### config.mk
export PLATFORM = sky130hd
export DESIGN_NAME = source_tokenizer_top
export DESIGN_NICKNAME = d
export VERILOG_FILES = /design/src/stok_pkg.sv /design/src/stok_front.sv /design/src/stok_queue.sv /design/src/stok_back.sv /design/src/source_tokenizer_top.sv
export SDC_FILE = /design/constraint.sdc
export NUM_CORES = 1
export LEC_CHECK = 0
export BUFFER_PORTS_ARGS = -buffer_cell sky130_fd_sc_hd__buf_2
export CORE_ASPECT_RATIO = 2
export CORE_UTILIZATION = 45
export DETAILED_ROUTE_END_ITERATION = 6
export PLACE_DENSITY = 0.62
export SLEW_MARGIN = 10
export SYNTH_ARGS = -nofsm -noshare
export SYNTH_HDL_FRONTEND = slang
export SYNTH_HIERARCHICAL = 1
export SYNTH_SLANG_ARGS = --single-unit
### constraint.sdc
create_clock -name clk -period 12.1 [get_ports clk]
set_input_delay 2.42 -clock clk [delete_from_list [all_inputs] [get_ports clk]]
set_output_delay 2.42 -clock clk [all_outputs]
set_load 0.05 [all_outputs]
### src/stok_pkg.sv
// Shared types, token codes, character codes and keyword tables of the source tokenizer.
// Used by the front, queue, back and checker modules; depends on nothing.
package stok_pkg;

    // Token kinds
    localparam logic [4:0] TK_EOF    = 5'd0;
    localparam logic [4:0] TK_PLUS   = 5'd1;
    localparam logic [4:0] TK_MINUS  = 5'd2;
    localparam logic [4:0] TK_STAR   = 5'd3;
    localparam logic [4:0] TK_SLASH  = 5'd4;
    localparam logic [4:0] TK_AND    = 5'd5;
    localparam logic [4:0] TK_OR     = 5'd6;
    localparam logic [4:0] TK_EQUAL  = 5'd7;
    localparam logic [4:0] TK_EQEQ   = 5'd8;
    localparam logic [4:0] TK_NE     = 5'd9;
    localparam logic [4:0] TK_GT     = 5'd10;
    localparam logic [4:0] TK_LT     = 5'd11;
    localparam logic [4:0] TK_SEMI   = 5'd12;
    localparam logic [4:0] TK_LPAREN = 5'd13;
    localparam logic [4:0] TK_RPAREN = 5'd14;
    localparam logic [4:0] TK_LBRACE = 5'd15;
    localparam logic [4:0] TK_RBRACE = 5'd16;
    localparam logic [4:0] TK_NUMBER = 5'd17;
    localparam logic [4:0] TK_KW0    = 5'd18;
    localparam logic [4:0] TK_IDENT  = 5'd24;
    localparam logic [4:0] TK_ERROR  = 5'd25;

    // Character codes
    localparam logic [7:0] CH_SPACE  = 8'h20;
    localparam logic [7:0] CH_TAB    = 8'h09;
    localparam logic [7:0] CH_CR     = 8'h0D;
    localparam logic [7:0] CH_LF     = 8'h0A;
    localparam logic [7:0] CH_PLUS   = 8'h2B;
    localparam logic [7:0] CH_MINUS  = 8'h2D;
    localparam logic [7:0] CH_STAR   = 8'h2A;
    localparam logic [7:0] CH_SLASH  = 8'h2F;
    localparam logic [7:0] CH_AMP    = 8'h26;
    localparam logic [7:0] CH_PIPE   = 8'h7C;
    localparam logic [7:0] CH_EQ     = 8'h3D;
    localparam logic [7:0] CH_BANG   = 8'h21;
    localparam logic [7:0] CH_GT     = 8'h3E;
    localparam logic [7:0] CH_LT     = 8'h3C;
    localparam logic [7:0] CH_SEMI   = 8'h3B;
    localparam logic [7:0] CH_LPAREN = 8'h28;
    localparam logic [7:0] CH_RPAREN = 8'h29;
    localparam logic [7:0] CH_LBRACE = 8'h7B;
    localparam logic [7:0] CH_RBRACE = 8'h7D;
    localparam logic [7:0] CH_0      = 8'h30;
    localparam logic [7:0] CH_9      = 8'h39;
    localparam logic [7:0] CH_LA     = 8'h61;
    localparam logic [7:0] CH_LZ     = 8'h7A;
    localparam logic [7:0] CH_UA     = 8'h41;
    localparam logic [7:0] CH_UZ     = 8'h5A;

    localparam logic [15:0] LEN_MAX  = 16'hFFFF;
    localparam int          NUM_KW   = 6;
    localparam logic [5:0]  ALL_KW   = 6'h3F;

    // Keyword spelling: print, if, while, else, input, let
    localparam logic [7:0] KW_TEXT [NUM_KW][5] = '{
        '{"p", "r", "i", "n", "t"},
        '{"i", "f", 8'h00, 8'h00, 8'h00},
        '{"w", "h", "i", "l", "e"},
        '{"e", "l", "s", "e", 8'h00},
        '{"i", "n", "p", "u", "t"},
        '{"l", "e", "t", 8'h00, 8'h00}
    };
    localparam logic [2:0] KW_LEN [NUM_KW] = '{3'd5, 3'd2, 3'd5, 3'd4, 3'd5, 3'd3};

    typedef struct packed {
        logic [4:0]  kind;
        logic [23:0] start;
        logic [15:0] length;
        logic [7:0]  bad;
    } result_t;

    // One queue entry: the tokens caused by one item
    typedef struct packed {
        result_t r0;
        result_t r1;
        logic    two;
    } record_t;

    // Drop keyword candidates that do not match byte c at index idx
    function automatic logic [5:0] narrow_mask(logic [5:0] mask, logic [15:0] idx,
                                               logic [7:0] c);
        logic [5:0] res;
        res = mask;
        for (int k = 0; k < NUM_KW; k++) begin
            if (mask[k])
            begin
                if (idx >= 16'(KW_LEN[k]))
                begin
                    res[k] = 1'b0;
                end
                else if (KW_TEXT[k][idx[2:0]] != c)
                begin
                    res[k] = 1'b0;
                end
            end
        end
        return res;
    endfunction

    // First surviving candidate of matching length, else identifier
    function automatic logic [4:0] ident_kind(logic [5:0] mask, logic [15:0] len);
        logic [4:0] res;
        res = TK_IDENT;
        for (int k = NUM_KW - 1; k >= 0; k--) begin
            if (mask[k] && len == 16'(KW_LEN[k]))
            begin
                res = TK_KW0 + 5'(k);
            end
        end
        return res;
    endfunction

endpackage

### src/stok_front.sv
// Front end of the source tokenizer: accepts bytes, tracks scan state, builds token records.
// Depends on stok_pkg.
module stok_front #(
    parameter int POSITION_BITS = 24
) (
    input  logic               clk,
    input  logic               rst_n,
    input  logic               accept,
    input  logic               kind,
    input  logic [7:0]         char_byte,
    output logic               push,
    output stok_pkg::record_t  rec
);

    typedef enum logic [3:0] {
        M_IDLE, M_SLASH, M_COMMENT, M_AMP, M_PIPE, M_EQ, M_BANG, M_NUMBER, M_IDENT
    } mode_t;

    mode_t                    mode_reg, mode_next;
    logic [POSITION_BITS-1:0] pos_reg, pos_next;
    logic [POSITION_BITS-1:0] begin_reg, begin_next;
    logic [15:0]              run_reg, run_next;
    logic [5:0]               mask_reg, mask_next;
    logic                     err_reg, err_next;

    stok_pkg::result_t fl_res, st_res, res_a, res_b;
    logic              fl_emit, fl_err;
    logic              st_emit, st_err, st_word, st_ident;
    mode_t             st_mode;
    logic [4:0]        st_single;
    logic              is_digit, is_alnum;
    logic              fa, fb, do_flush, do_start;
    logic [15:0]       run_grow;

    assign is_digit = char_byte inside {[stok_pkg::CH_0:stok_pkg::CH_9]};
    assign is_alnum = is_digit
                   || (char_byte inside {[stok_pkg::CH_LA:stok_pkg::CH_LZ]})
                   || (char_byte inside {[stok_pkg::CH_UA:stok_pkg::CH_UZ]});
    assign run_grow = (run_reg == stok_pkg::LEN_MAX) ? run_reg : run_reg + 16'd1;

    // Decode the token that a pending mode yields when it ends
    always_comb
    begin
        fl_res  = '0;
        fl_emit = 1'b0;
        fl_err  = 1'b0;
        fl_res.start  = 24'(begin_reg);
        fl_res.length = 16'd1;
        case (mode_reg)
            M_SLASH:
            begin
                fl_emit = 1'b1;
                fl_res.kind = stok_pkg::TK_SLASH;
            end
            M_EQ:
            begin
                fl_emit = 1'b1;
                fl_res.kind = stok_pkg::TK_EQUAL;
            end
            M_NUMBER:
            begin
                fl_emit = 1'b1;
                fl_res.kind   = stok_pkg::TK_NUMBER;
                fl_res.length = run_reg;
            end
            M_IDENT:
            begin
                fl_emit = 1'b1;
                fl_res.kind   = stok_pkg::ident_kind(mask_reg, run_reg);
                fl_res.length = run_reg;
            end
            M_AMP:
            begin
                fl_emit = 1'b1;
                fl_err  = 1'b1;
                fl_res.kind = stok_pkg::TK_ERROR;
                fl_res.bad  = stok_pkg::CH_AMP;
            end
            M_PIPE:
            begin
                fl_emit = 1'b1;
                fl_err  = 1'b1;
                fl_res.kind = stok_pkg::TK_ERROR;
                fl_res.bad  = stok_pkg::CH_PIPE;
            end
            M_BANG:
            begin
                fl_emit = 1'b1;
                fl_err  = 1'b1;
                fl_res.kind = stok_pkg::TK_ERROR;
                fl_res.bad  = stok_pkg::CH_BANG;
            end
            default:
            begin
                fl_emit = 1'b0;
            end
        endcase
    end

    // Classify the byte as the first byte of a new token
    always_comb
    begin
        st_mode   = M_IDLE;
        st_single = stok_pkg::TK_EOF;
        st_err    = 1'b0;
        st_word   = 1'b0;
        st_ident  = 1'b0;
        case (char_byte)
            stok_pkg::CH_SPACE, stok_pkg::CH_TAB,
            stok_pkg::CH_CR, stok_pkg::CH_LF: st_mode = M_IDLE;
            stok_pkg::CH_PLUS:   st_single = stok_pkg::TK_PLUS;
            stok_pkg::CH_MINUS:  st_single = stok_pkg::TK_MINUS;
            stok_pkg::CH_STAR:   st_single = stok_pkg::TK_STAR;
            stok_pkg::CH_GT:     st_single = stok_pkg::TK_GT;
            stok_pkg::CH_LT:     st_single = stok_pkg::TK_LT;
            stok_pkg::CH_SEMI:   st_single = stok_pkg::TK_SEMI;
            stok_pkg::CH_LPAREN: st_single = stok_pkg::TK_LPAREN;
            stok_pkg::CH_RPAREN: st_single = stok_pkg::TK_RPAREN;
            stok_pkg::CH_LBRACE: st_single = stok_pkg::TK_LBRACE;
            stok_pkg::CH_RBRACE: st_single = stok_pkg::TK_RBRACE;
            stok_pkg::CH_SLASH:  st_mode = M_SLASH;
            stok_pkg::CH_AMP:    st_mode = M_AMP;
            stok_pkg::CH_PIPE:   st_mode = M_PIPE;
            stok_pkg::CH_EQ:     st_mode = M_EQ;
            stok_pkg::CH_BANG:   st_mode = M_BANG;
            default:
            begin
                if (is_digit)
                begin
                    st_mode = M_NUMBER;
                    st_word = 1'b1;
                end
                else if (is_alnum)
                begin
                    st_mode  = M_IDENT;
                    st_word  = 1'b1;
                    st_ident = 1'b1;
                end
                else
                begin
                    st_err = 1'b1;
                end
            end
        endcase
        st_emit = st_err || (st_single != stok_pkg::TK_EOF);
        st_res.kind   = st_err ? stok_pkg::TK_ERROR : st_single;
        st_res.start  = 24'(pos_reg);
        st_res.length = 16'd1;
        st_res.bad    = st_err ? char_byte : 8'h00;
    end

    // Advance the scan state and collect up to two tokens
    always_comb
    begin
        mode_next  = mode_reg;
        pos_next   = pos_reg;
        begin_next = begin_reg;
        run_next   = run_reg;
        mask_next  = mask_reg;
        err_next   = err_reg;
        fa         = 1'b0;
        fb         = 1'b0;
        res_a      = fl_res;
        res_b      = st_res;
        do_flush   = 1'b0;
        do_start   = 1'b0;
        if (kind)
        begin
            // end of source: flush, report eof, return to reset state
            fa = fl_emit && !err_reg && (mode_reg != M_COMMENT);
            fb = 1'b1;
            res_b.kind   = stok_pkg::TK_EOF;
            res_b.start  = 24'(pos_reg);
            res_b.length = 16'd0;
            res_b.bad    = 8'h00;
            mode_next  = M_IDLE;
            pos_next   = '0;
            begin_next = '0;
            run_next   = '0;
            mask_next  = stok_pkg::ALL_KW;
            err_next   = 1'b0;
        end
        else
        begin
            pos_next = pos_reg + 1'b1;
            if (!err_reg)
            begin
                case (mode_reg)
                    M_IDLE: do_start = 1'b1;
                    M_COMMENT:
                    begin
                        if (char_byte == stok_pkg::CH_LF)
                        begin
                            mode_next = M_IDLE;
                        end
                    end
                    M_SLASH:
                    begin
                        if (char_byte == stok_pkg::CH_SLASH)
                        begin
                            mode_next = M_COMMENT;
                        end
                        else
                        begin
                            do_flush = 1'b1;
                        end
                    end
                    M_AMP, M_PIPE, M_EQ, M_BANG:
                    begin
                        if ((mode_reg == M_AMP && char_byte == stok_pkg::CH_AMP)
                            || (mode_reg == M_PIPE && char_byte == stok_pkg::CH_PIPE)
                            || ((mode_reg == M_EQ || mode_reg == M_BANG)
                                && char_byte == stok_pkg::CH_EQ))
                        begin
                            fa = 1'b1;
                            res_a.length = 16'd2;
                            res_a.bad    = 8'h00;
                            case (mode_reg)
                                M_AMP:   res_a.kind = stok_pkg::TK_AND;
                                M_PIPE:  res_a.kind = stok_pkg::TK_OR;
                                M_EQ:    res_a.kind = stok_pkg::TK_EQEQ;
                                default: res_a.kind = stok_pkg::TK_NE;
                            endcase
                            mode_next = M_IDLE;
                        end
                        else
                        begin
                            do_flush = 1'b1;
                        end
                    end
                    M_NUMBER:
                    begin
                        if (is_digit)
                        begin
                            run_next = run_grow;
                        end
                        else
                        begin
                            do_flush = 1'b1;
                        end
                    end
                    M_IDENT:
                    begin
                        if (is_alnum)
                        begin
                            mask_next = stok_pkg::narrow_mask(mask_reg, run_reg, char_byte);
                            run_next  = run_grow;
                        end
                        else
                        begin
                            do_flush = 1'b1;
                        end
                    end
                    default: do_start = 1'b1;
                endcase
            end
            // end the pending token; a lone & | ! latches an error instead
            if (do_flush)
            begin
                fa        = fl_emit;
                mode_next = M_IDLE;
                if (mode_reg == M_NUMBER || mode_reg == M_IDENT)
                begin
                    run_next = '0;
                end
                if (mode_reg == M_IDENT)
                begin
                    mask_next = stok_pkg::ALL_KW;
                end
                if (fl_err)
                begin
                    err_next = 1'b1;
                end
                else
                begin
                    do_start = 1'b1;
                end
            end
            // open a token at this byte
            if (do_start)
            begin
                fb         = st_emit;
                begin_next = pos_reg;
                mode_next  = st_mode;
                if (st_word)
                begin
                    run_next = 16'd1;
                end
                if (st_ident)
                begin
                    mask_next = stok_pkg::narrow_mask(stok_pkg::ALL_KW, 16'd0, char_byte);
                end
                if (st_err)
                begin
                    err_next = 1'b1;
                end
            end
        end
    end

    // Pack the tokens in order into one record
    assign push    = accept && (fa || fb);
    assign rec.r0  = fa ? res_a : res_b;
    assign rec.r1  = res_b;
    assign rec.two = fa && fb;

    // Hold scan state
    always_ff @(posedge clk or negedge rst_n)
    begin
        if (!rst_n)
        begin
            mode_reg  <= M_IDLE;
            pos_reg   <= '0;
            begin_reg <= '0;
            run_reg   <= '0;
            mask_reg  <= stok_pkg::ALL_KW;
            err_reg   <= 1'b0;
        end
        else if (accept)
        begin
            mode_reg  <= mode_next;
            pos_reg   <= pos_next;
            begin_reg <= begin_next;
            run_reg   <= run_next;
            mask_reg  <= mask_next;
            err_reg   <= err_next;
        end
    end

endmodule

### src/stok_queue.sv
// Short record queue between the tokenizer front and back ends.
// Depends on stok_pkg.
module stok_queue (
    input  logic               clk,
    input  logic               rst_n,
    input  logic               push,
    input  stok_pkg::record_t  push_rec,
    input  logic               pop,
    output logic               full,
    output logic               head_valid,
    output stok_pkg::record_t  head_rec
);

    localparam int DEPTH    = 4;
    localparam int PTR_BITS = $clog2(DEPTH);
    localparam int CNT_BITS = $clog2(DEPTH + 1);

    stok_pkg::record_t     mem_reg [DEPTH];
    logic [PTR_BITS-1:0]   wr_ptr_reg, rd_ptr_reg;
    logic [CNT_BITS-1:0]   count_reg, count_next;
    logic                  do_wr, do_rd;

    assign full       = (count_reg == CNT_BITS'(DEPTH));
    assign head_valid = (count_reg != '0);
    assign head_rec   = mem_reg[rd_ptr_reg];
    assign do_wr      = push && !full;
    assign do_rd      = pop && head_valid;

    always_comb
    begin
        count_next = count_reg;
        if (do_wr && !do_rd)
        begin
            count_next = count_reg + 1'b1;
        end
        else if (do_rd && !do_wr)
        begin
            count_next = count_reg - 1'b1;
        end
    end

    // Store records
    always_ff @(posedge clk)
    begin
        if (do_wr)
        begin
            mem_reg[wr_ptr_reg] <= push_rec;
        end
    end

    // Advance pointers and fill count
    always_ff @(posedge clk or negedge rst_n)
    begin
        if (!rst_n)
        begin
            wr_ptr_reg <= '0;
            rd_ptr_reg <= '0;
            count_reg  <= '0;
        end
        else
        begin
            if (do_wr)
            begin
                wr_ptr_reg <= wr_ptr_reg + 1'b1;
            end
            if (do_rd)
            begin
                rd_ptr_reg <= rd_ptr_reg + 1'b1;
            end
            count_reg <= count_next;
        end
    end

endmodule

### src/stok_back.sv
// Tokenizer back end: unpacks queued records, one token per cycle unless stalled.
// Depends on stok_pkg.
module stok_back (
    input  logic               clk,
    input  logic               rst_n,
    input  logic               head_valid,
    input  stok_pkg::record_t  head_rec,
    output logic               pop,
    output logic               tok_valid,
    input  logic               tok_stall,
    output logic [4:0]         token_kind,
    output logic [23:0]        token_start,
    output logic [15:0]        token_length,
    output logic [7:0]         bad_char,
    output logic               last
);

    logic              valid_reg;
    logic              half_reg, half_next;
    stok_pkg::result_t res_reg, res_next;
    logic              last_reg, last_next;
    logic              load;

    // Load a new token when the output register is empty or being taken
    assign load      = head_valid && (!valid_reg || !tok_stall);
    assign res_next  = half_reg ? head_rec.r1 : head_rec.r0;
    assign last_next = half_reg || !head_rec.two;
    assign pop       = load && last_next;
    assign half_next = load ? !last_next : half_reg;

    // Hold output valid and the second-half marker
    always_ff @(posedge clk or negedge rst_n)
    begin
        if (!rst_n)
        begin
            valid_reg <= 1'b0;
            half_reg  <= 1'b0;
        end
        else
        begin
            half_reg <= half_next;
            if (!valid_reg || !tok_stall)
            begin
                valid_reg <= head_valid;
            end
        end
    end

    // Hold output payload
    always_ff @(posedge clk)
    begin
        if (load)
        begin
            res_reg  <= res_next;
            last_reg <= last_next;
        end
    end

    assign tok_valid    = valid_reg;
    assign token_kind   = res_reg.kind;
    assign token_start  = res_reg.start;
    assign token_length = res_reg.length;
    assign bad_char     = res_reg.bad;
    assign last         = last_reg;

endmodule

### src/source_tokenizer_top.sv
// Top level of the source tokenizer: front end, record queue and back end.
// Depends on stok_pkg, stok_front, stok_queue and stok_back.
//
// Usage:
//   Input channel (src_valid / src_stall): one item per accepted edge. kind = 0 carries
//   one source byte in char_byte; kind = 1 marks end of source.
//   Output channel (tok_valid / tok_stall): one token per accepted edge, as token_kind,
//   token_start, token_length and bad_char; last marks the final token of an item.
//   An item yields zero, one or two tokens; end of source always yields an eof token.
// Throughput: one item per cycle while items yield at most one token each and tok_stall
//   is low. The back end sends one token per cycle while not stalled, so a two-token item
//   occupies it longer than a one-token item; the four-record queue between the front and
//   back ends absorbs such bursts, and src_stall rises only when that queue is full.
// Path: an item's first token is written into the queue when the item is accepted, then
//   loaded into the back end's output register, which drives tok_valid and the token.
// Stall: while tok_stall is high the output token holds; the queue keeps filling and the
//   front end keeps taking bytes until the queue is full.
// Reset: rst_n clears the scan state (offset 0, no pending token, no latched error) and
//   empties the queue; no clearing pass is needed. End of source also resets the scan state.
module source_tokenizer_top #(
    parameter int POSITION_BITS = 24
) (
    input  logic        clk,
    input  logic        rst_n,
    input  logic        src_valid,
    output logic        src_stall,
    input  logic        kind,
    input  logic [7:0]  char_byte,
    output logic        tok_valid,
    input  logic        tok_stall,
    output logic [4:0]  token_kind,
    output logic [23:0] token_start,
    output logic [15:0] token_length,
    output logic [7:0]  bad_char,
    output logic        last
);

    logic              accept;
    logic              push, full, pop, head_valid;
    stok_pkg::record_t push_rec, head_rec;

    assign src_stall = full;
    assign accept    = src_valid && !full;

    stok_front #(
        .POSITION_BITS (POSITION_BITS)
    ) u_front (
        .clk       (clk),
        .rst_n     (rst_n),
        .accept    (accept),
        .kind      (kind),
        .char_byte (char_byte),
        .push      (push),
        .rec       (push_rec)
    );

    stok_queue u_queue (
        .clk        (clk),
        .rst_n      (rst_n),
        .push       (push),
        .push_rec   (push_rec),
        .pop        (pop),
        .full       (full),
        .head_valid (head_valid),
        .head_rec   (head_rec)
    );

    stok_back u_back (
        .clk          (clk),
        .rst_n        (rst_n),
        .head_valid   (head_valid),
        .head_rec     (head_rec),
        .pop          (pop),
        .tok_valid    (tok_valid),
        .tok_stall    (tok_stall),
        .token_kind   (token_kind),
        .token_start  (token_start),
        .token_length (token_length),
        .bad_char     (bad_char),
        .last         (last)
    );

endmodule

==> results of run 1 <==
==> cell type report <==
type                    instances  area (um^2)  area share
well taps                     671          840      0.0312
clock buffers                  60         1300      0.0483
repair buffers                 87          485      0.0181
flip-flops and latches        566        16600       0.617
inverters                      24         90.1     0.00335
clock inverters                30          267     0.00991
multi-input cells             777         7320       0.272
==> power by group <==
group | total, mW | switching (mW) | internal [mW]
Combinational | 1.99 | 1.20 | 0.797
Clock | 1.54 | 0.686 | 0.852
Sequential | 2.77 | 0.170 | 2.60
==> through the flow <==
step,utilization,hold slack (ps),instance area [um^2],setup WS (ps),std cells
after detailed placement,0.471,471,25300,4390,2125
after global routing,0.500,504,26900,4760,2215
after global placement,0.471,467,25300,4450,2125
final,0.500,484,26900,4990,2215
after floorplan,-,445,24600,4460,1467
after CTS,0.500,483,26900,5000,2215
==> cell usage in the layout, fill, tap and decap left out, drive strengths merged, types with 7 or more instances in the layout <==
| master | Yosys | layout |
|---|---|---|
| mux2 | 80 | 80 |
| clkinv | 1 | 21 |
| and2 | 26 | 26 |
| nand2 | 64 | 64 |
| and3 | 16 | 16 |
| clkbuf | 34 | 60 |
| conb | 1 | 15 |
| xnor2 | 15 | 15 |
| inv | 23 | 28 |
| a31oi | 10 | 10 |
| o311ai | 7 | 7 |
| dfrtp | 78 | 78 |
| o22ai | 15 | 15 |
| a22oi | 7 | 7 |
| nor2b | 16 | 16 |
| ha | 14 | 14 |
| nand2b | 16 | 16 |
| nand4 | 12 | 12 |
| buf | 66 | 87 |
| nor4 | 10 | 10 |
| a21oi | 35 | 35 |
| nor2 | 63 | 63 |
| or3 | 10 | 10 |
| edfxtp | 482 | 482 |
| xor2 | 17 | 17 |
| mux4 | 107 | 107 |
| a21o | 9 | 9 |
| nand3 | 31 | 31 |
| a22o | 33 | 33 |
| nor3 | 23 | 23 |
| o21ai | 41 | 41 |
==> cells by family (layout without fill, tap and decap cells) <==
kind of cell,count (synthesis),count (layout),share of synthesized area
AO/OA/AOI/OAI,207,207,0.0606
buffers and inverters,124,201,0.0293
adder cells (fa/ha/maj),15,15,0.00796
XOR/XNOR,32,32,0.0114
other,1,15,0.000153
flip-flops,566,566,0.676
multiplexers,192,192,0.144
AND/OR/NAND/NOR,316,316,0.0702
==> worst max-delay path: cells and delay by family <==
kind	cells	cell delay (ps)
buffers and inverters	2	1100
AOI/OAI and AO/OA	3	1320
and+or+nand+nor	5	2300
==> layer usage <==
layer | vias up | routed length, um | share of wire
met5 | - | 0 | 0
met4 | 0 | 2830 | 0.050
met3 | 123 | 1470 | 0.026
met2 | 289 | 31300 | 0.55
met1 | 6800 | 21100 | 0.37
li1 | 5822 | - | -
==> worst paths after layout <==
path                                            startpoint                           endpoint  slack (ps)  cells after the start
min reg2reg                u_front/mask_reg[4]$_DFFE_PN1P_    u_front/mask_reg[4]$_DFFE_PN1P_         480                      2
min                        u_front/mask_reg[4]$_DFFE_PN1P_    u_front/mask_reg[4]$_DFFE_PN1P_         480                      2
min in group asynchronous                            rst_n    u_front/mode_reg[0]$_DFFE_PN0P_        1770                      1
max reg2reg                u_front/mode_reg[1]$_DFFE_PN0P_   u_queue/mem_reg[1][98]$_DFFE_PP_        6580                     10
max                                           char_byte[5]   u_queue/mem_reg[1][98]$_DFFE_PP_        4990                     10
max in group asynchronous                            rst_n  u_queue/rd_ptr_reg[1]$_DFFE_PN0P_        9070                      2
==> results_dict.tcl, run 1 <==
set metrics [dict create \
    hpwlAfterDp_mm 35.2 \
    drt_wl_total_mm 56.7 \
    clockRootBuffer "clkbuf_16" \
    synth_top_area_cell "edfxtp_1" \
    largest_reg_flops 428 \
    timing.critical_path.slowest_stage_cell "o311ai_0" \
    cap_violations 0 \
    synth_edf_count 482 \
    post_synth_most_frequent_cells "482 x edfxtp_1, 107 x mux4_2, 78 x dfrtp_1, 63 x nand2_1, 61 x nor2_1" \
    critPathMaxFanout 65 \
    critPathLaunchType "input pin" \
    setup-tns-final_ps 0 \
    leading_cell_type_by_number_of_instances_after_synthesis "edfxtp_1" \
    core_region_area_um2 53800 \
    drt.antenna.violating_nets 0 \
    grt_antenna_before_repair 0 \
    wl_per_cell_um 25.6 \
    globalRoute.totalOverflow 0 \
    cts_hold_repair.buffers 0 \
    drc_violations 0 \
    sequential_element_share_of_the_synthesized_area 0.676 \
    port_buffers 68 \
    finalSetupViolations 0 \
    globalplace.congestion 0.964 \
    total_power_mw 6.30 \
    cts.sinks 566 \
    worst-endpoint-required_ps 12290 \
    grt_start_max_net_pins 72 \
    die_area_um2 55500 \
    maxSlewViolCount 0 \
    clkLatencyLatePin_ps 580 \
    htree_levels 2 \
    synth.avg_cell_area_um2 16.9 \
    routed_via_density 5.88 \
    path_cells "buf_2 > nor3b_4 > nand2b_2 > o311ai_0 > a21oi_1 > nand2_1 > o21a_1 > nor2b_1 > and2_4 > buf_4" \
    post-synth-top-area-fraction 0.590 \
    area_delta_synth_final_pct 9.60 \
    diodes 0 \
    tritoncts.num_buffers 48 \
    cts_resized 0 \
    via_count_of_the_first_global_routing_pass 13800 \
    cts_setup_buffers 0 \
    yosys_warning_total 6 \
    max_freq_mhz 141 \
    post-route-period-util 0.587 \
    criticalPathCategory "input pin to flop" \
    clk_pin_slew_worst_paths_ps 70 \
    global_route_wire_length_before_repair_mm 86.5 \
    fill_cells 4439 \
    ir_worst_vdd_mv 0.122 \
    synth_async_sr_flop_share 0.148 \
    num_vias 13000 \
    tritoncts "built" \
    p_leak_nw 9.35 \
    synth_top_cells_by_area "edfxtp_1 59%, mux4_2 9.8%, dfrtp_1 8.0%" \
    fp.dieH_um 332 \
    boundaryPins 69 \
    worst-slew-pin-transition_ps 1150 \
    first_pass_iters 5 \
    timing.critical_path.to_type "flop" \
    design.final.nets 1532 \
    fp.dieW_um 167 \
    synth_seq_cells 566 \
    layout_min_cycle_time_ps 7110 \
    slew-limit-headroom 0.236 \
    drt_first_iter_violations 913 \
    timing_hold_violations_final 0 \
    worst_ep_arrival_time_ps 7300 \
    grtUsageMet3 0.0224 \
    clock_tree.buffer_depth 3 \
    grt_setup_unrepaired "no" \
    met2_usage 0.387 \
    syn_area_um2 24500 \
    initial_utilization 0.456 \
    worst_hold_path_type "flop to flop" \
    grt_use_total 0.209 \
    grt-busiest-layer "met2" \
    max_stage_delay_ps 960 \
    grt_use_met1 0.236 \
    num_rows 120 \
    layout-drive-gt1-share 0.250 \
    synthCells 1453 \
    power_density_nw_per_um2 234 \
    number_of_distinct_library_cells_after_synthesis 94 \
    status "complete, no violations" \
    clock_skew_ps 16.6 \
    ys.flop_type "edfxtp_1" \
]
(Power assumes the default switching activity.)
==> run 2, diff against run 1 <==
- ABC_AREA: not set -> 1
- PLACE_DENSITY: 0.62 -> 0.64
- clock period: 12.1 -> 5.9 ns (I/O delays scaled with it)
==> results_dict.tcl, run 2 <==
set metrics [dict create \
    p_leak_nw 11.9 \
    area_delta_synth_final_pct 9.31 \
    synth-xor-area-share 0.00400 \
    fin_hold_ws_ps 492 \
    yosys_warning_total 6 \
    globalRoute.totalOverflow 0 \
    criticalPathCategory "input pin to flop" \
    post-synth-top-area-fraction 0.551 \
    synth_top_family_by_area "simple AND/OR/NAND/NOR gates" \
    route.met3.wl_mm 2.17 \
    worst_ep_arrival_time_ps 4520 \
    grt_setup_unrepaired "no" \
    finalSetupViolations 0 \
    boundaryPins 69 \
    power_density_nw_per_um2 491 \
    synth_edf_count 482 \
    clk_pin_slew_worst_paths_ps 70 \
    timing_hold_violations_final 0 \
    initial_utilization 0.457 \
    most-common-layout-cells "766 x nand2_1, 482 x edfxtp_1, 334 x inv_1" \
    drt-met1-wl_mm 23.1 \
    routed_via_density 5.27 \
    layout-drive-gt1-share 0.0997 \
    via_count_of_the_first_global_routing_pass 17900 \
    number_of_distinct_library_cells_after_synthesis 49 \
    post_synth_most_frequent_cells "766 x nand2_1, 482 x edfxtp_1, 335 x inv_1, 216 x o211ai_1, 103 x nor2_1" \
    cts_hold_repair.buffers 0 \
    synth_top_cells_by_area "edfxtp_1 55%, nand2_1 11%, dfrtp_1 7.4%" \
    core_region_area_um2 57400 \
    synth.avg_cell_area_um2 10.4 \
    cts_setup_buffers 0 \
    hpwlAfterDp_mm 44.6 \
    synth_seq_cells 566 \
    slew-limit-headroom 0.276 \
    fp.dieW_um 173 \
    maxSlewViolCount 0 \
    synth_top_area_cell "edfxtp_1" \
    drt_wl_total_mm 65.8 \
    r2r_slack_ps 1680 \
    synth_compound_area_frac 0.0941 \
    diodes 0 \
    drc_violations 0 \
    cap_violations 0 \
    fill_cells 5138 \
    leading_cell_type_by_number_of_instances_after_synthesis "nand2_1" \
    fp.dieH_um 344 \
    routed-wl-met2_mm 36.6 \
    top_layer "met4" \
    reg2reg_from "u_front/mode_reg[1]$_DFFE_PN0P_" \
    setup-tns-final_ps 0 \
    die_area_um2 59400 \
    clockRootBuffer "clkbuf_16" \
    timing.critical_path.to_type "flop" \
    sequential_element_share_of_the_synthesized_area 0.632 \
    port_buffers 68 \
    design.final.nets 2587 \
    drt_first_iter_violations 1121 \
    grt_use_total 0.223 \
    final_common_cell "nand2_1" \
    ir_worst_vdd_mv 0.346 \
    post_synthesis_simple_gate_area_fraction 0.171 \
    num_vias 17700 \
    globalplace.congestion 0.910 \
    critPathLaunchType "input pin" \
    critPathMaxFanout 18 \
    synthCells 2520 \
    grt_start_max_net_pins 237 \
    clkLatencyLatePin_ps 590 \
    clock_tree.buffer_depth 3 \
    drt.antenna.violating_nets 0 \
    first_pass_iters 5 \
    ys.flop_type "edfxtp_1" \
    tritoncts.num_buffers 49 \
    clock_skew_ps 33.6 \
    worst_hold_path_type "flop to flop" \
    tritoncts "built" \
    largest_reg_flops 428 \
    worst-endpoint-required_ps 6180 \
    worst-slew-pin-transition_ps 1080 \
    wl_per_cell_um 19.6 \
    yosys.area_share.adder 0.00743 \
    min_from "u_front/begin_reg[14]$_DFFE_PN0P_" \
    layout_min_cycle_time_ps 4250 \
    synth_async_sr_flop_share 0.148 \
    htree_levels 2 \
    cts.sinks 566 \
    cp-startpoint "char_byte[2]" \
    cts_resized 0 \
    post-route-period-util 0.720 \
    grt_antenna_before_repair 0 \
    status "complete, no violations" \
    syn_area_um2 26300 \
    num_rows 124 \
    max_freq_mhz 236 \
    synth.area.mux_share 0.000429 \
    global_route_wire_length_before_repair_mm 101 \
]
[run 2: worst paths after layout]
check / end / cells after the start
min in group asynchronous: u_front/mode_reg[1]$_DFFE_PN0P_ / 1
worst min-delay path: u_front/begin_reg[14]$_DFFE_PN0P_ / 2
worst min register to register: u_front/begin_reg[14]$_DFFE_PN0P_ / 2
worst max-delay path: u_queue/mem_reg[2][36]$_DFFE_PP_ / 18
max in group asynchronous: u_queue/rd_ptr_reg[1]$_DFFE_PN0P_ / 2
worst max register to register: u_queue/mem_reg[2][36]$_DFFE_PP_ / 14
[run 2: worst max-delay path: stages]
cell     delay, ps
buf_2          190
inv_2          120
nand2_1        180
inv_1           90
nand2_1         70
nor2_1          40
nor2_1         100
nand2_1         60
nor2_2         230
nand3_2        160
nor2_4         150
inv_2          130
nand4_1        110
nand2_1         80
a21oi_1        270
nand2_1        360
nor2_4         690
buf_12         260
[run 2: cell families (layout without fill, tap and decap cells)]
| kind of cell | count (synthesis) | count (layout) |
|---|---|---|
| AO/OA/AOI/OAI | 373 | 373 |
| XOR/XNOR | 12 | 12 |
| adder cells (fa/ha/maj) | 15 | 15 |
| buffers and inverters | 480 | 545 |
| flip-flops | 566 | 566 |
| multiplexers | 1 | 1 |
| other | 1 | 15 |
| AND/OR/NAND/NOR | 1072 | 1072 |
[run 2: per-layer routing]
metal  global-route usage  vias to the layer above
met2                0.443                      408
met3               0.0195                      157
met5                    0                        -
li1                     -                     8572
met1                0.223                     8554
met4                0.132                        0
[run 2: final cells by class]
cell class,count,area (um^2),area share
clock inverter,21,240,0.00837
clock buffer,70,1420,0.0494
tap,756,946,0.0330
inverter,351,1340,0.0465
sequential,566,16600,0.578
multi-input combinational,1488,7360,0.256
timing repair buffer,103,818,0.0285
[run 2: report_power, final]
group	switching, mW	internal (mW)
registers	0.316	5.43
clock network	1.41	1.90
logic	3.76	1.27
total	5.49	8.59
[run 2: stage by stage]
stage / instance area, um^2 / setup WS, ps / std cells / power, mW / util
final: 28700 / 1650 / 3355 / 14.1 / 0.500
after global routing: 28700 / 1330 / 3355 / 14.8 / 0.500
after CTS: 28700 / 1630 / 3355 / 14.2 / 0.500
after detailed placement: 27000 / 1010 / 3264 / 10.9 / 0.471
after global placement: 27000 / 1030 / 3264 / 10.8 / 0.471
after floorplan: 26300 / -149 / 2534 / 9.69 / -
==> run 3, diff against run 2 <==
- ABC_AREA: 1 -> 0
- clock period: 5.9 -> 3.41 ns (I/O delays scaled with it)
==> results_dict.tcl, run 3 (same netlist as run 1, synthesis figures left out) <==
set metrics [dict create \
    grt_antenna_before_repair 0 \
    clkLatencyLatePin_ps 570 \
    worst-slew-pin-transition_ps 920 \
    ir_worst_vdd_mv 0.570 \
    slew-limit-headroom 0.387 \
    top_cell_family_by_delay_on_the_critical_path "compound AO/OA/AOI/OAI gates" \
    tritoncts "built" \
    internal-power_mw 15.4 \
    power.combinational.fraction 0.342 \
    path_cells "buf_6 > nand2_1 > or3_1 > o311ai_4 > o21ai_2 > a32oi_2 > a41oi_2 > o21a_1 > nor2b_4 > buf_4 > buf_4 > and2_4 > buf_4 > clkbuf_16" \
    layout_min_cycle_time_ps 3310 \
    multi_input_area_um2 7390 \
    timing.critical_path.slowest_stage_cell "or3_1" \
    criticalPathCategory "flop to flop" \
    timing.critical_path.mode_cell "buf_4" \
    switchingPower_mw 7.28 \
    diodes 0 \
    finalSetupViolations 0 \
    drt_wl_total_mm 55.1 \
    grt_start_max_net_pins 108 \
    max_freq_mhz 302 \
    worst_ep_arrival_time_ps 3620 \
    drt_first_iter_violations 729 \
    most-common-layout-cells "482 x edfxtp_1, 134 x buf_4, 107 x mux4_2" \
    cts.sinks 566 \
    clock_tree.buffer_depth 3 \
    initial_utilization 0.456 \
    largest_reg_flops 428 \
    switching_share 0.321 \
    clockRootBuffer "clkbuf_16" \
    worst-endpoint-required_ps 3720 \
    via_count_of_the_first_global_routing_pass 14400 \
    power.clock.fraction 0.235 \
    grt_use_total 0.202 \
    register_area_um2 16600 \
    worst_hold_path_type "input pin to asynchronous set/reset pin" \
    globalplace.congestion 0.927 \
    boundaryPins 69 \
    area_delta_synth_final_pct 15.2 \
    first_pass_iters 5 \
    design.final.nets 1671 \
    globalRoute.totalOverflow 0 \
    critical_path_buf_inv_count 5 \
    power_density_nw_per_um2 803 \
    cts_hold_repair.buffers 0 \
    tritoncts.num_buffers 47 \
    hpwlAfterDp_mm 36.2 \
    timing_hold_violations_final 0 \
    drt.antenna.violating_nets 0 \
    p_leak_nw 10.2 \
    fp.dieW_um 167 \
    critPathLaunchType "flop" \
    die_area_um2 55500 \
    core_region_area_um2 53800 \
    cap_violations 0 \
    num_rows 120 \
    maxSlewViolCount 0 \
    instances_no_fill 2351 \
    htree_levels 2 \
    fp.dieH_um 332 \
    non_filler_cell_area_final_um2 28300 \
    clock_skew_ps 21.5 \
    fill_cells 4389 \
    status "complete, no violations" \
    wl_per_cell_um 23.4 \
    final_common_cell "edfxtp_1" \
    port_buffers 68 \
    max_stage_delay_ps 410 \
    routed_via_density 5.73 \
    num_vias 13500 \
    critPathMaxFanout 17 \
    p_seq_frac 0.424 \
    place.detailed.instances 2251 \
    global_route_wire_length_before_repair_mm 84.9 \
    drc_violations 0 \
    placed_cell_area_um2 26500 \
    timing.critical_path.to_type "flop" \
    layout-drive-gt1-share 0.318 \
    post-route-period-util 0.970 \
    clk_pin_slew_worst_paths_ps 70 \
]
[run 3: cell types whose count changed in the layout (fill, tap and decap cells not counted), sizes merged, moves of 69 or more]
cell    previous run  this run
buf              103       225
nand2            780        64
mux4               0       107
o21ai            110        41
mux2               1        80
o211ai           216         6
inv              353        26
[run 3: cell type report]
type,count,share of cell area
clock inverter,28,0.00885
clock buffer,58,0.0445
inverter,24,0.00319
timing repair buffer,227,0.0655
sequential,566,0.587
multi-input combinational,777,0.261
tap,671,0.0297
[run 3: per-layer routing]
layer | share of wire | global-route usage | up-vias
met5 | 0 | 0 | -
met4 | 0.044 | 0.0932 | 0
met3 | 0.028 | 0.0195 | 121
met2 | 0.56 | 0.380 | 287
met1 | 0.37 | 0.227 | 6963
li1 | - | - | 6094
[run 3: timing repair]
action | CTS | global route
pin swaps | 0 | 9
setup buffers | 0 | 11
cloned | 0 | 3
setup endpoints to repair | 288 | 169
resized for setup | 4 | 19
[run 3: power by group through the flow]
stage | clock [mW] | combinational (mW) | sequential [mW]
finish | 5.33 | 7.76 | 9.62
global route | 5.68 | 8.24 | 9.75
CTS | 5.45 | 7.75 | 9.64
detailed placement | 0 | 7.73 | 9.78
global placement | 0 | 7.67 | 9.70
floorplan | 0 | 4.53 | 10.9
[run 3: metrics by stage]
step | power [mW] | worst slack (ps) | hold WS (ps) | TNS, ps | util
floorplan | 15.4 | -636 | 386 | -273170 | -
global placement | 17.4 | -729 | 462 | -243800 | 0.493
detailed placement | 17.5 | -782 | 463 | -279150 | 0.493
CTS | 22.8 | 11.5 | 251 | 0 | 0.521
global route | 23.7 | -0.746 | 277 | -0.746 | 0.526
finish | 22.7 | 101 | 221 | 0 | 0.526
[run 3: path summary, 6_finish.rpt]
path | endpoint | slack, ps | depth (start not counted) | from
hold reg to reg | u_front/mask_reg[5]$_DFFE_PN1P_ | 480 | 2 | u_front/mask_reg[5]$_DFFE_PN1P_
max in group asynchronous | u_front/begin_reg[14]$_DFFE_PN0P_ | 2380 | 2 | rst_n
hold / removal | u_queue/rd_ptr_reg[0]$_DFFE_PN0P_ | 220 | 1 | rst_n
setup reg to reg | u_queue/mem_reg[0][40]$_DFFE_PP_ | 100 | 14 | u_front/mode_reg[1]$_DFFE_PN0P_
min in group clk | u_back/tok_valid$_DFFE_PN0P_ | 370 | 2 | tok_stall
setup / recovery | u_queue/mem_reg[0][40]$_DFFE_PP_ | 100 | 14 | u_front/mode_reg[1]$_DFFE_PN0P_
